<file path="src/sv/lpg_pkg.sv">
// Package for the Lorentzian peak and gradient core: widths, constants, register indexes.
// No dependencies; imported by the top level, lpg_mul and lpg_div.
package lpg_pkg;

	localparam int FRAC_BITS_DEF = 16;
	localparam int CHUNK_W       = 32;   // multiplier slice width
	localparam int Q_W           = 32;   // quotient width of the dividers
	localparam int DIV_LAT       = Q_W + 1;

	localparam logic [31:0] PI_Q30 = 32'd3373259426;

	localparam int CFG_IDX_W = 2;
	localparam logic [CFG_IDX_W-1:0] CFG_CENTER     = 2'd0;
	localparam logic [CFG_IDX_W-1:0] CFG_HALF_WIDTH = 2'd1;
	localparam logic [CFG_IDX_W-1:0] CFG_SCALE      = 2'd2;

endpackage

</file>
<file path="src/sv/lpg_mul.sv">
// Two-stage unsigned multiplier: 32x32 slice products, then a registered shifted sum.
// Depends on lpg_pkg (CHUNK_W).
module lpg_mul #(
	parameter int WA = 32,
	parameter int WB = 32
) (
	input  logic            clk,
	input  logic            en,
	input  logic [WA-1:0]   a,
	input  logic [WB-1:0]   b,
	output logic [WA+WB-1:0] p
);
	import lpg_pkg::*;

	localparam int NA = (WA + CHUNK_W - 1) / CHUNK_W;
	localparam int NB = (WB + CHUNK_W - 1) / CHUNK_W;
	localparam int PW = (NA + NB) * CHUNK_W;

	logic [NA*CHUNK_W-1:0] a_x;
	logic [NB*CHUNK_W-1:0] b_x;
	logic [2*CHUNK_W-1:0]  pp_s1 [NA*NB];
	logic [PW-1:0]         acc;
	logic [WA+WB-1:0]      p_s2;

	assign a_x = (NA*CHUNK_W)'(a);
	assign b_x = (NB*CHUNK_W)'(b);

	always_ff @(posedge clk) begin
		if (en) begin
			for (int i = 0; i < NA; i++)
				for (int j = 0; j < NB; j++)
					pp_s1[i*NB+j] <= (2*CHUNK_W)'(a_x[i*CHUNK_W +: CHUNK_W]) *
						(2*CHUNK_W)'(b_x[j*CHUNK_W +: CHUNK_W]);
		end
	end

	always_comb begin
		acc = '0;
		for (int i = 0; i < NA; i++)
			for (int j = 0; j < NB; j++)
				acc = acc + (PW'(pp_s1[i*NB+j]) << (CHUNK_W*(i+j)));
	end

	always_ff @(posedge clk) begin
		if (en) p_s2 <= acc[WA+WB-1:0];
	end

	assign p = p_s2;
endmodule

</file>
<file path="config.mk">
export PLATFORM = sky130hd
export DESIGN_NAME = lpg_mul
export DESIGN_NICKNAME = d
export VERILOG_FILES = /design/src/sv/lpg_pkg.sv /design/src/sv/lpg_mul.sv
export SDC_FILE = /design/constraint.sdc
export NUM_CORES = 2
export LEC_CHECK = 0
export ABC_AREA = 1
export ABC_CLOCK_PERIOD_IN_PS = 6200
export BUFFER_PORTS_ARGS = -buffer_cell sky130_fd_sc_hd__clkbuf_2
export CAP_MARGIN = 20
export CORE_AREA = 2 2 262 264
export CTS_BUF_LIST = sky130_fd_sc_hd__clkbuf_16
export DETAILED_ROUTE_END_ITERATION = 7
export DIE_AREA = 0 0 264 266
export PLACE_DENSITY = 0.8
export SYNTH_ARGS = -nofsm -noshare
export SYNTH_HDL_FRONTEND = slang
export SYNTH_SLANG_ARGS = --single-unit
</file>
<file path="constraint.sdc">
create_clock -name clk -period 6.2 [get_ports clk]
set_input_delay 0 -clock clk [delete_from_list [all_inputs] [get_ports clk]]
set_output_delay 0 -clock clk [all_outputs]
set_load 0.01 [all_outputs]
</file>
==> results.json <==
{
  "status": "finished, final reports clean",
  "skew_ns": 0.00616,
  "endpoint_kind": "register",
  "whs_endpoint": "p[47]$_DFFE_PP_",
  "min_period_ns": 6.02,
  "yosys.area_share.xor_xnor": 0.00789,
  "cp_num_buf_inv": 8,
  "grt_max_degree": 76,
  "grt-busiest-layer": "met2",
  "yosys.area_share.adder": 0.531,
  "crit_family": "adder cells",
  "pre_cts_ws_ns": -0.400,
  "yosys_warnings": 0,
  "grt_usage": 0.311,
  "fin_util": 0.664,
  "place_inst": 6249,
  "crit_arrival_ns": 6.17,
  "start_util": 0.590,
  "hp-class": "in -> reg",
  "critPathKind": "in -> reg",
  "drive_above_1_share": 0.114,
  "die_width_um": 264,
  "met3_usage": 0.0377,
  "clock_latency_ns": 0.41,
  "cap_viol_max_count": 0,
  "io_pins": 130,
  "globalRouteOverflowTotal": 0,
  "r2r_cells": 0,
  "vias": 31900,
  "hpwlAfterDp_mm": 91.4,
  "port_buffers": 129,
  "r2r_setup_slack_ns": 5.45,
  "yosys-mux-area-fraction": 0,
  "synth.distinct_cells": 23,
  "cts_max_level": 4,
  "synth.yosys.seq_area_share": 0.0962,
  "holdPathStages": 1,
  "synth_top_family_by_area": "adder cells",
  "core-area_um2": 67700,
  "use_met2": 0.557,
  "worstHoldStart": "en",
  "relSlewSlack": 0.371,
  "cp.required_ns": 6.35,
  "antenna_found_initial": 3,
  "cts_max_path_buffers": 2,
  "cts_tree": "yes",
  "cts.clk_slew.worst_paths_ns": 0.06,
  "setup_ws_ns": 0.176,
  "worst_setup_path_start_kind": "primary input",
  "antenna_left": 0,
  "fin_nets": 6611,
  "synth-simple-area-share": 0.176,
  "use_met1": 0.386,
  "place.gp.congestion": 0.961,
  "max_stage_delay_ns": 0.57,
  "die_h_um": 266,
  "path_max_fanout": 15,
  "routed_via_density": 5.08,
  "wirelength_mm": 104,
  "slew_violations": 0,
  "hold_viol": 0,
  "root_buffer": "clkbuf_16",
  "regArea_um2": 3840,
  "drtPass1Iterations": 8,
  "min_period_over_period": 0.972,
  "grt_first_pass_wirelength_mm": 173,
  "dieArea_um2": 70200,
  "crit_top_cell": "fa_1",
  "synth.avg_cell_area_um2": 7.86,
  "worstMarginPinSlew_ns": 0.943,
  "synth-seq-cells": 128,
  "synth_fp_nets": 6308,
  "holdWs_ns": 0.200,
  "rsz0062_at_grt": "true",
  "initialDrtViolationCount": 2606,
  "critPathSlowestCell": "fa_1",
  "syn_inst": 5083,
  "synth_compound_area_frac": 0.00823,
  "regToRegEndpoint": "p[57]$_DFFE_PP_",
  "fmax_mhz": 166,
  "post_cts_buffers": 0,
  "cts.sinks": 128,
  "synth_area_um2": 40000,
  "grt_pass1_vias": 34500,
  "fillCellCount": 5412,
  "fin_cells": 6283,
  "multi_input_area_um2": 29100,
  "num_rows": 96,
  "cts_buffers": 17,
  "reg2reg_from": "pp_s1[0][57]$_DFFE_PP_",
  "wl_per_cell_um": 16.5,
  "syn2layout_area_growth_pct": 12.5,
  "setup-violations-final": 0,
  "drc": 0
}
repair_timing:
item / 4_1_cts / 5_1_grt
setup endpoints to repair: 0 / 43
hold buffers: 0 / 0
gates resized for setup: 0 / 71
cell families after synthesis:
family / count (synthesis)
AO/OA/AOI/OAI: 59
XOR/XNOR: 36
adder cells (fa/ha/maj): 1159
buffers and inverters: 1925
flip-flops: 128
AND/OR/NAND/NOR: 1776
state kept, by name (all words and copies together) (netlist names):
register and cells:
p 64, pp_s1 64
layout by cell type (no fill, tap or decap):
cell,synthesis,layout
inv_1,1723,1724
nand2_1,1559,1554
fa_1,896,896
buf_4,0,298
ha_1,263,249
edfxtp_1,128,128
clkbuf_2,0,117
nor2_1,73,63
nand3_1,59,56
buf_12,0,45
a21oi_1,45,37
nor2_2,23,32
xor2_1,32,32
nand2_2,16,21
clkbuf_16,0,17
nand4_1,16,16
o21bai_1,11,11
nand3_2,7,10
inv_2,10,10
nor3_1,10,10
ha_4,0,10
a21oi_2,0,8
clkbuf_4,0,8
nor3_2,7,7
nor2_4,5,6
buf_6,0,6
clkinv_2,0,5
xnor2_1,4,4
ha_2,0,4
clkinv_4,0,4
diode_2,0,3
o21ai_0,2,2
inv_6,0,2
clkinvlp_4,0,2
buf_2,0,2
nor3_4,1,1
o21bai_2,1,1
synthesized netlist by cell type:
master    number  share of area
inv_1       1723           0.16
nand2_1     1559           0.15
fa_1         896           0.45
ha_1         263          0.082
clkbuf_1     192          0.018
edfxtp_1     128          0.096
nor2_1        73         0.0069
nand3_1       59         0.0074
a21oi_1       45         0.0056
xor2_1        32         0.0070
nor2_2        23         0.0036
nand2_2       16         0.0025
nand4_1       16         0.0025
o21bai_1      11         0.0021
inv_2         10        0.00094
nor3_1        10         0.0013
nand3_2        7         0.0018
nor3_2         7         0.0018
nor2_4         5         0.0014
xnor2_1        4        0.00088
o21ai_0        2        0.00025
nor3_4         1        0.00041
o21bai_2       1        0.00028
area by class of cell:
type,instances,share of cell area
multi-input cells,3030,0.648
flip-flops and latches,128,0.0855
inverters,1733,0.145
clock buffers,17,0.00946
repair buffers,476,0.0859
well taps,882,0.0245
clock inverters,14,0.00214
diodes,3,0.000167
worst max path at each step:
stage                             end  slack (ns)  depth (start not counted)  startpoint
2_1_floorplan  pp_s1[0][60]$_DFFE_PP_        0.25                         26       a[25]
3_3_place_gp   pp_s1[0][23]$_DFFE_PP_       -0.38                         24        b[9]
3_5_place_dp   pp_s1[0][23]$_DFFE_PP_       -0.40                         24        b[9]
4_1_cts        pp_s1[0][23]$_DFFE_PP_       0.007                         24        b[9]
5_1_grt        pp_s1[0][41]$_DFFE_PP_       -0.05                         29        b[8]
6_report       pp_s1[0][40]$_DFFE_PP_        0.18                         25       b[10]
routing by layer:
| layer | part of all wire | wire (um) | vias up |
|---|---|---|---|
| met5 | 0.00015 | 16 | - |
| met4 | 0.043 | 4470 | 2 |
| met3 | 0.063 | 6560 | 321 |
| met2 | 0.52 | 53600 | 1312 |
| met1 | 0.38 | 39100 | 15700 |
| li1 | - | - | 14600 |
through the flow:
step	setup TNS [ns]	area, um^2
floorplan	0	40000
global placement	-10.81	44200
detailed placement	-13.05	44200
CTS	0	44700
global route	-0.227	45000
finish	0	45000
Power is not shown: default switching activity piles up to over one toggle a cycle in this logic, so the estimate is an artifact.
